### src/positional_list_engine_core_macros.svh
// Assertion macros for the positional list engine.
// Each macro expects clk and rst_n in scope.
`ifndef POSITIONAL_LIST_ENGINE_CORE_MACROS_SVH
`define POSITIONAL_LIST_ENGINE_CORE_MACROS_SVH

`ifndef SYNTHESIS

// Condition holds at every clock edge out of reset.
`define PLE_ASSERT_ALWAYS(lbl, cond) \
    lbl: assert property (@(posedge clk) disable iff (!rst_n) (cond)) \
        else $error("ple assertion failed");

// Antecedent implies the consequent in the next cycle.
`define PLE_ASSERT_NEXT(lbl, ante, cons) \
    lbl: assert property (@(posedge clk) disable iff (!rst_n) (ante) |=> (cons)) \
        else $error("ple assertion failed");

`else

`define PLE_ASSERT_ALWAYS(lbl, cond)
`define PLE_ASSERT_NEXT(lbl, ante, cons)

`endif

`endif

### src/ple_pkg.sv
package ple_pkg;

    typedef enum logic [1:0] {
        OP_READ   = 2'd0,
        OP_INSERT = 2'd1,
        OP_DELETE = 2'd2,
        OP_APPEND = 2'd3
    } ple_func_t;

    typedef enum logic [1:0] {
        ST_OK        = 2'd0,
        ST_BAD_INDEX = 2'd1,
        ST_FULL      = 2'd2
    } ple_status_t;

    // Broadcast to every cell.
    typedef struct packed {
        logic ins;
        logic del;
    } ple_cell_op_t;

    // Decoder to top level.
    typedef struct packed {
        ple_cell_op_t op;
        logic         rd_en;
        ple_status_t  status;
    } ple_ctrl_t;

endpackage

### src/ple_cell.sv
module ple_cell
    import ple_pkg::*;
#(
    parameter int IDX = 0,
    parameter int PW  = 5,
    parameter int VW  = 32
) (
    input  logic          clk,
    input  ple_cell_op_t  op,
    input  logic [PW-1:0] pos,
    input  logic [VW-1:0] wdata,
    input  logic [VW-1:0] left_val,
    input  logic [VW-1:0] right_val,
    input  logic [VW-1:0] rd_in,
    output logic [VW-1:0] rd_out,
    output logic [VW-1:0] value
);

    localparam logic [PW-1:0] IDX_P = PW'(IDX);

    logic [VW-1:0] value_reg;
    logic [VW-1:0] value_next;
    logic          hit;
    logic          above;

    assign hit   = (pos == IDX_P);
    assign above = (IDX_P > pos);

    always_comb
    begin
        value_next = value_reg;
        if (op.ins)
        begin
            if (hit)
                value_next = wdata;
            else if (above)
                value_next = left_val;
        end
        else if (op.del)
        begin
            if (hit || above)
                value_next = right_val;
        end
    end

    always_ff @(posedge clk)
    begin
        value_reg <= value_next;
    end

    // read-out OR chain
    assign rd_out = rd_in | (hit ? value_reg : '0);
    assign value  = value_reg;

endmodule

### src/ple_ctrl.sv
module ple_ctrl
    import ple_pkg::*;
#(
    parameter int DEPTH = 16,
    parameter int CW    = 5,
    parameter int PW    = 5
) (
    input  logic [1:0]    func,
    input  logic [4:0]    position,
    input  logic [CW-1:0] count,
    output ple_ctrl_t     ctrl,
    output logic [PW-1:0] cell_pos,
    output logic [CW-1:0] count_next
);

    localparam logic [CW-1:0] FULL_CNT = CW'(DEPTH);

    logic [PW-1:0] pos_x;
    logic [PW-1:0] cnt_x;
    logic          in_list;
    logic          ins_ok;
    logic          full;

    assign pos_x   = PW'(position);
    assign cnt_x   = PW'(count);
    assign in_list = (pos_x < cnt_x);
    assign ins_ok  = (pos_x <= cnt_x);
    assign full    = (count == FULL_CNT);

    always_comb
    begin
        ctrl     = '0;
        ctrl.status = ST_OK;
        cell_pos = pos_x;
        case (ple_func_t'(func))
            OP_READ:
            begin
                if (!in_list)
                    ctrl.status = ST_BAD_INDEX;
                else
                    ctrl.rd_en = 1'b1;
            end
            OP_INSERT:
            begin
                if (!ins_ok)
                    ctrl.status = ST_BAD_INDEX;
                else if (full)
                    ctrl.status = ST_FULL;
                else
                    ctrl.op.ins = 1'b1;
            end
            OP_DELETE:
            begin
                if (!in_list)
                    ctrl.status = ST_BAD_INDEX;
                else
                begin
                    ctrl.op.del = 1'b1;
                    ctrl.rd_en  = 1'b1;
                end
            end
            OP_APPEND:
            begin
                cell_pos = cnt_x;
                if (full)
                    ctrl.status = ST_FULL;
                else
                    ctrl.op.ins = 1'b1;
            end
            default:
            begin
                ctrl.status = ST_OK;
            end
        endcase
    end

    always_comb
    begin
        if (ctrl.op.ins)
            count_next = count + CW'(1);
        else if (ctrl.op.del)
            count_next = count - CW'(1);
        else
            count_next = count;
    end

endmodule

### src/positional_list_engine_core.sv
// A request accepted on one edge has its result on the ports, with done high,
// in the following cycle.
// Throughput: one request per cycle; every entry cell updates in the same edge.
// busy never asserts, and there is no backpressure: the receiver cannot stall.
// Reset clears the entry count and the done strobe; entry cells hold no reset
// value and are only read below the count, so they need none.
`include "positional_list_engine_core_macros.svh"

module positional_list_engine_core
    import ple_pkg::*;
#(
    parameter int DEPTH       = 16,
    parameter int VALUE_WIDTH = 32
) (
    input  logic        clk,
    input  logic        rst_n,
    input  logic        start,
    output logic        busy,
    input  logic [1:0]  func,
    input  logic [4:0]  position,
    input  logic [31:0] item_value,
    output logic        done,
    output logic [1:0]  status,
    output logic [31:0] read_value,
    output logic [4:0]  entry_count,
    output logic        is_empty
);

    // Count must hold DEPTH itself; positions compare in a width that holds
    // both the 5-bit request field and the count.
    localparam int CW = $clog2(DEPTH + 1);
    localparam int PW = (CW > 5) ? CW : 5;

    logic            accept;
    ple_ctrl_t       ctrl;
    logic [PW-1:0]   cell_pos;
    logic [CW-1:0]   count_reg;
    logic [CW-1:0]   count_next;

    logic [63:0]          in_wide;
    logic [VALUE_WIDTH-1:0] wdata;
    ple_cell_op_t         cell_op;

    logic [VALUE_WIDTH-1:0] cell_val [DEPTH];
    logic [VALUE_WIDTH-1:0] rd_chain [DEPTH+1];
    logic [63:0]          rd_wide;

    logic        done_reg;
    logic [1:0]  status_reg;
    logic [31:0] read_value_reg;
    logic [4:0]  entry_count_reg;
    logic        is_empty_reg;
    logic [31:0] cnt_wide;

    // Each request finishes in the cycle it is taken, so the engine is
    // always ready for the next beat.
    assign busy   = 1'b0;
    assign accept = start && !busy;

    ple_ctrl #(
        .DEPTH (DEPTH),
        .CW    (CW),
        .PW    (PW)
    ) u_ctrl (
        .func       (func),
        .position   (position),
        .count      (count_reg),
        .ctrl       (ctrl),
        .cell_pos   (cell_pos),
        .count_next (count_next)
    );

    // Values are stored at VALUE_WIDTH; wider port bits are dropped,
    // narrower ones zero-extended.
    assign in_wide = 64'(item_value);
    assign wdata   = in_wide[VALUE_WIDTH-1:0];

    // Cells only move on an accepted beat.
    assign cell_op.ins = accept && ctrl.op.ins;
    assign cell_op.del = accept && ctrl.op.del;

    // Chain of entry cells, front of the list at cell 0. Insert shifts cells
    // above the position up from their left neighbor; delete pulls cells at
    // and above the position down from their right neighbor.
    assign rd_chain[0] = '0;

    for (genvar i = 0; i < DEPTH; i++)
    begin : g_cell
        logic [VALUE_WIDTH-1:0] left_v;
        logic [VALUE_WIDTH-1:0] right_v;

        if (i == 0)
        begin : g_first
            assign left_v = wdata;
        end
        else
        begin : g_mid_l
            assign left_v = cell_val[i-1];
        end

        if (i == DEPTH - 1)
        begin : g_last
            assign right_v = cell_val[i];
        end
        else
        begin : g_mid_r
            assign right_v = cell_val[i+1];
        end

        ple_cell #(
            .IDX (i),
            .PW  (PW),
            .VW  (VALUE_WIDTH)
        ) u_cell (
            .clk       (clk),
            .op        (cell_op),
            .pos       (cell_pos),
            .wdata     (wdata),
            .left_val  (left_v),
            .right_val (right_v),
            .rd_in     (rd_chain[i]),
            .rd_out    (rd_chain[i+1]),
            .value     (cell_val[i])
        );
    end

    // Read path: the cell at the position drives the OR chain.
    assign rd_wide  = ctrl.rd_en ? 64'(rd_chain[DEPTH]) : 64'd0;
    assign cnt_wide = 32'(count_next);

    always_ff @(posedge clk or negedge rst_n)
    begin
        if (!rst_n)
        begin
            count_reg <= '0;
            done_reg  <= 1'b0;
        end
        else
        begin
            done_reg <= accept;
            if (accept)
                count_reg <= count_next;
        end
    end

    // Result payload, loaded with each accepted beat.
    always_ff @(posedge clk)
    begin
        if (accept)
        begin
            status_reg      <= ctrl.status;
            read_value_reg  <= rd_wide[31:0];
            entry_count_reg <= cnt_wide[4:0];
            is_empty_reg    <= (count_next == '0);
        end
    end

    assign done        = done_reg;
    assign status      = status_reg;
    assign read_value  = read_value_reg;
    assign entry_count = entry_count_reg;
    assign is_empty    = is_empty_reg;

    // Checks
    `PLE_ASSERT_ALWAYS(a_count_bound, count_reg <= CW'(DEPTH))
    `PLE_ASSERT_NEXT(a_done_follows, accept, done)
    `PLE_ASSERT_NEXT(a_no_stray_done, !accept, !done)
    `PLE_ASSERT_NEXT(a_ins_grows, cell_op.ins, count_reg == $past(count_reg) + CW'(1))
    `PLE_ASSERT_NEXT(a_del_shrinks, cell_op.del, count_reg == $past(count_reg) - CW'(1))
    `PLE_ASSERT_ALWAYS(a_empty_flag, !done || (is_empty == (count_reg == '0)))

endmodule
### config.mk
export PLATFORM = sky130hd
export DESIGN_NAME = positional_list_engine_core
export DESIGN_NICKNAME = d
export VERILOG_FILES = /design/src/ple_pkg.sv /design/src/ple_cell.sv /design/src/ple_ctrl.sv /design/src/positional_list_engine_core.sv
export VERILOG_INCLUDE_DIRS = /design/src /design/src/src
export SDC_FILE = /design/constraint.sdc
export NUM_CORES = 1
export LEC_CHECK = 0
export BUFFER_PORTS_ARGS = -buffer_cell sky130_fd_sc_hd__buf_2
export CAP_MARGIN = 20
export CORE_ASPECT_RATIO = 0.7
export CORE_MARGIN = 5
export CORE_UTILIZATION = 55
export CTS_BUF_LIST = sky130_fd_sc_hd__clkbuf_4 sky130_fd_sc_hd__clkbuf_8 sky130_fd_sc_hd__clkbuf_16
export DETAILED_ROUTE_END_ITERATION = 8
export MAX_ROUTING_LAYER = met4
export PLACE_DENSITY = 0.71
export SETUP_SLACK_MARGIN = 0.15
export SLEW_MARGIN = 20
export SYNTH_ARGS = -nofsm -noshare
export SYNTH_HDL_FRONTEND = slang
export SYNTH_HIERARCHICAL = 1
export SYNTH_SLANG_ARGS = --single-unit
### constraint.sdc
create_clock -name clk -period 13.3 [get_ports clk]
set_clock_uncertainty 0.1 [all_clocks]
set_input_delay 0.665 -clock clk [delete_from_list [all_inputs] [get_ports clk]]
set_output_delay 0.665 -clock clk [all_outputs]
set_load 0.1 [all_outputs]
==> results of run 1 <==
## cells in the mapped netlist, drive strengths merged, types with 6 or more instances
| cell type | number |
|---|---|
| edfxtp | 552 |
| o21ai | 520 |
| a21o | 514 |
| nor2 | 456 |
| a31oi | 418 |
| nand3 | 324 |
| buf | 197 |
| clkbuf | 180 |
| nand2 | 111 |
| a21boi | 96 |
| o22a | 96 |
| nand3b | 65 |
| and2 | 41 |
| a21oi | 35 |
| inv | 9 |
| ha | 8 |
| a211oi | 7 |
| nor3 | 7 |
| dfrtp | 6 |
| or3 | 6 |
## cells in the final DEF (no fill, tap or decap), types with 82 or more instances in the layout
master and count:
a31oi_1 417, edfxtp_1 552, nand3_1 322, a21boi_0 96, nor2_1 437, o21ai_0 254
buf_2 82, o21ai_1 259, nand2_1 111, a21o_1 510
## kinds of logic after synthesis
logic type                 count (synthesis)  synth area share (%)
xor gates and xnor gates                   4               0.09825
adders and majority gates                  8                0.2808
and+or+nand+nor                         1050                 14.62
muxes                                      5                0.1579
DFF                                      558                 46.91
AOI/OAI and AO/OA                       1697                 30.94
buffers and inverters                    392                 6.983
other                                      1               0.01052
## worst max-delay path: cells and delay by family
kind                   cells  cell delay [ps]
AO/OA/AOI/OAI             17             2700
buffers and inverters      3             1240
AND/OR/NAND/NOR            5             1590
## cell type report
cell class | instances | area, um^2 | share of cell area (%)
flip-flops and latches | 558 | 16730 | 44.56
repair buffers | 150 | 1006 | 2.680
clock inverters | 31 | 292.8 | 0.7799
multi-input cells | 2797 | 16830 | 44.83
clock buffers | 71 | 1550 | 4.130
inverters | 9 | 33.78 | 0.08999
well taps | 880 | 1101 | 2.933
## worst max path at each step
stage | start | to | cells past startpoint
CTS | func[0] | read_value[31] | 25
floorplan | func[0] | g_cell[5].u_cell/value[0] | 5
global placement | func[0] | read_value[27] | 25
global route | func[0] | read_value[27] | 25
finish | func[0] | read_value[9] | 25
detailed placement | func[0] | read_value[31] | 25
## metal layers
layer,vias to the layer above,part of all wire (%)
met3,150,9.1
met1,15272,45
met4,0,1.5
li1,13804,-
met2,1578,45
met5,-,0
## metrics by stage
stage / setup WS (ps) / cell area, um^2
floorplan: 4570 / 35770
global placement: 6835 / 35640
detailed placement: 6734 / 35670
CTS: 7400 / 37520
global route: 7004 / 37540
finish: 7259 / 37540
## power by group through the flow
stage          Combinational [W]  Clock [W]  Sequential [W]
2_1_floorplan            0.00112          0         0.00251
5_1_grt                  0.00181    0.00175         0.00235
4_1_cts                  0.00165    0.00167         0.00233
3_3_place_gp             0.00161          0         0.00237
6_report                 0.00169    0.00165         0.00233
3_5_place_dp             0.00164          0         0.00237
## repair_timing
item / CTS / global route
hold buffers: 1 / 0
endpoints found under the hold margin: 6 / 0
endpoints found under the setup margin: 0 / 0
==> results_dict.tcl, run 1 <==
set metrics [dict create \
    p_sw_share_pct 35.48 \
    postLayoutCoreUtil_pct 58.19 \
    nNetsFinal 3622 \
    drive_above_1_share_pct 9.679 \
    clk_pin_slew_ps 60 \
    die_x_um 314.3 \
    cts_tree "yes" \
    arrival_ps 6320 \
    yosysWarnings 6 \
    fill_cells 5667 \
    required_ps 13580 \
    slew_headroom_pct 19.76 \
    synth.area.top_cells "edfxtp_1, a21o_1, a31oi_1" \
    clockBufferDepth 3 \
    die_area_um2 70100 \
    via_per_inst 6.851 \
    peakVddDrop_v 0.0001148 \
    critPathMaxStageDelay_ps 560 \
    synth.yosys.seq_area_share_pct 46.91 \
    crit_top_cell "a21o_1" \
    largest_register_ffs 512 \
    dr.pass1.iters 6 \
    timing.rr.end "read_value[9]" \
    gr-total-overflow 0 \
    grt_pass1_vias 29584 \
    internal-power_w 0.003657 \
    dpl.hpwl_mm 67.13 \
    drc_errors 0 \
    die_h_um 223.0 \
    synth_area_leader_cell "edfxtp_1" \
    final-setup-viol-count 0 \
    synthToLayoutAreaGrowth_pct 5.285 \
    gp_congestion 0.8718 \
    cp_max_fo 136 \
    ant_nets 0 \
    startpoint_type "input pin" \
    syn_area_um2 35650 \
    status "finished, final reports clean" \
    n_antenna_cell 0 \
    cts_resized 0 \
    start_util_pct 55.27 \
    antenna_found_initial 0 \
    finalSetupTns_ps 0 \
    fin_crit_ps 6041 \
    fmaxAchievable_mhz 165.5 \
    p_clk_share_pct 29.1 \
    ys_seq_elements 558 \
    synth_edf_count 552 \
    min_path_type "in2async" \
    grt_use_total_pct 29.37 \
    r2r_slack_ps 7320 \
    routed-via-count 30804 \
    grt_pass1_wl_mm 165.8 \
    power_density_nw_per_um2 151.0 \
    final_cells 4496 \
    root_buffer "clkbuf_16" \
    cts_setup_buffers 0 \
    coreArea_um2 64510 \
    ff2ff_path_depth 23 \
    power.total_w 0.005667 \
    syn-mean-instance-area_um2 9.597 \
    crit_type "in2reg" \
    synth.top_cell.area_share_pct 46.49 \
    std_cell_rows 78 \
    grt-busiest-layer "met2" \
    ys.flop_type "edfxtp_1" \
    rr_startpoint "count_reg[0]" \
    synth_cell_types 79 \
    p_comb_share_pct 29.7 \
    gr-usage-met2_pct 43.67 \
    maxCapViolations 0 \
    synthCells 3715 \
    io_pins 84 \
    grtUsageMet3_pct 4.123 \
    wire_per_inst_um 23.19 \
    rsz0062_at_grt "false" \
    leakagePower_nw 13.81 \
    dp.cells 4392 \
    h-tree-depth 2 \
    crit_slowest_cell "buf_4" \
    grtUsageMet1_pct 43.65 \
    switching_power_w 0.002011 \
    hold_viol_final 0 \
    grt_max_degree 250 \
    cts.sinks 558 \
    worstSetupEndpointType "register" \
    seq_power_share_pct 41.2 \
    finalCritPeriodShare_pct 45.42 \
    slew_violations 0 \
    drtIter0Drc 3928 \
    synthArstFlopShare_pct 1.075 \
    tightest_slew_ps 1201 \
    clk_latency_ps 630 \
    numCtsBuffers 56 \
    io_buffers 82 \
    wl_mm 104.3 \
    whs_ps 302.1 \
]
(Power assumes the default switching activity.)
==> run 2, diff against run 1 <==
==> constraint.sdc (replaced) <==
create_clock -name clk -period 5.6 [get_ports clk]
set_clock_uncertainty 0.1 [all_clocks]
set_input_delay 0.28 -clock clk [delete_from_list [all_inputs] [get_ports clk]]
set_output_delay 0.28 -clock clk [all_outputs]
set_load 0.1 [all_outputs]
==> results_dict.tcl, run 2 (synthesis results as in run 1) <==
set metrics [dict create \
    ff2ff_path_depth 21 \
    io_pins 84 \
    critPathMaxStageDelay_ps 660 \
    whs_ps 31.36 \
    numCtsBuffers 56 \
    cts_resized 0 \
    grt_pass1_vias 29900 \
    via_per_inst 6.961 \
    min_path_type "in2reg" \
    drc_errors 0 \
    grt-busiest-layer "met1" \
    die_area_um2 70100 \
    cp_top_family "compound AO/OA/AOI/OAI gates" \
    critPathBufInv 3 \
    grtUsageMet1_pct 44.90 \
    h-tree-depth 2 \
    cp_max_fo 24 \
    n_antenna_cell 0 \
    crit_type "in2reg" \
    hold_viol_final 0 \
    cts.sinks 558 \
    layout_common_cells "edfxtp_1, a21o_1, nor2_1, a31oi_1, nand3_1" \
    drtIter0Drc 4569 \
    grt_max_degree 166 \
    grt_use_total_pct 30.25 \
    clockBufferDepth 3 \
    ctsHoldBuffers 3 \
    power_density_nw_per_um2 357.5 \
    finalCritPeriodShare_pct 88.41 \
    wl_mm 108.4 \
    placed_area_um2 35930 \
    fmaxAchievable_mhz 202.0 \
    dpl.hpwl_mm 68.99 \
    start_util_pct 55.27 \
    wire_per_inst_um 23.99 \
    grtUsageMet3_pct 4.253 \
    drive_above_1_share_pct 10.55 \
    maxCapViolations 0 \
    power.total_w 0.01350 \
    std_cell_rows 78 \
    die_x_um 314.3 \
    synthToLayoutAreaGrowth_pct 5.882 \
    peakVddDrop_v 0.0002600 \
    timing.rr.end "read_value[9]" \
    fin_area_um2 37750 \
    tightest_slew_ps 1160 \
    ant_nets 0 \
    status "finished, final reports clean" \
    min_to "done" \
    antenna_found_initial 0 \
    worst_hold_path.num_cells 1 \
    postLayoutCoreUtil_pct 58.52 \
    slew_violations 0 \
    clk_pin_slew_ps 60 \
    gr-usage-met2_pct 44.17 \
    worstSetupEndpointType "register" \
    layout_commonest_cell "edfxtp_1" \
    die_h_um 223.0 \
    cts_setup_buffers 0 \
    startpoint_type "input pin" \
    nNetsFinal 3645 \
    gr-total-overflow 0 \
    final-setup-viol-count 0 \
    rsz0062_at_grt "false" \
    cts_tree "yes" \
    crit_slowest_cell "o21ai_4" \
    fin_crit_ps 4951 \
    arrival_ps 5260 \
    clk_latency_ps 650 \
    required_ps 5910 \
    dr.pass1.iters 6 \
    crit_top_cell "a21o_1" \
    slew_headroom_pct 22.51 \
    worstHoldStart "start" \
    gp_congestion 0.8859 \
    routed-via-count 31456 \
    grt_pass1_wl_mm 168.9 \
    r2r_slack_ps 870 \
    leakagePower_nw 13.91 \
    coreArea_um2 64510 \
    largest_register_ffs 512 \
    fill_cells 5605 \
    crit_chain "dlygate4sd3_1 -> buf_2 -> nand2_1 -> o21ai_4 -> nor4_4 -> and2_1 -> buf_12 -> a21o_1 -> a21o_1 -> a21o_1 -> a21o_1 -> a21o_1 -> a21o_1 -> a21o_1 -> a21o_1 -> a21o_1 -> a21o_1 -> a21o_1 -> a21o_1 -> a21o_1 -> a21o_1 -> a21o_1 -> and2_1" \
    root_buffer "clkbuf_16" \
    io_buffers 82 \
    rr_startpoint "count_reg[2]" \
    finalSetupTns_ps 0 \
]
run 2: final cells by class:
class / instances / area [um^2] / share of cell area, %
inverter: 9 / 33.78 / 0.08949
clock buffer: 74 / 1560 / 4.133
timing repair buffer: 173 / 1220 / 3.231
clock inverter: 28 / 216.5 / 0.5734
tap: 880 / 1101 / 2.917
sequential: 558 / 16730 / 44.31
multi-input combinational: 2797 / 16890 / 44.75
run 2: per-stage QoR:
| step | cells | worst slack (ps) |
|---|---|---|
| 6_report | 4519 | 649.1 |
| 5_1_grt | 4519 | 498.6 |
| 4_1_cts | 4518 | 750.2 |
| 3_5_place_dp | 4413 | 602.2 |
| 3_3_place_gp | 4411 | 662.0 |
| 2_1_floorplan | 3747 | -2064 |
run 2: metal layers:
layer	up-vias	share of wire, %
li1	13858	-
met1	15586	44
met2	1792	44
met3	220	9.6
met4	0	2.5
met5	-	0
run 2: how the worst max path moves through the flow:
stage,start,end,cells after the start
floorplan,count_reg[4],g_cell[5].u_cell/value[0],10
global placement,func[0],read_value[5],22
detailed placement,func[0],read_value[9],22
CTS,func[0],read_value[9],23
global route,func[0],read_value[16],23
finish,func[0],read_value[9],23
run 2: power breakdown:
part	total, W	internal, W	switching, W
logic	0.00413	0.00126	0.00287
registers	0.00554	0.00526	0.000287
clock network	0.00382	0.00209	0.00173
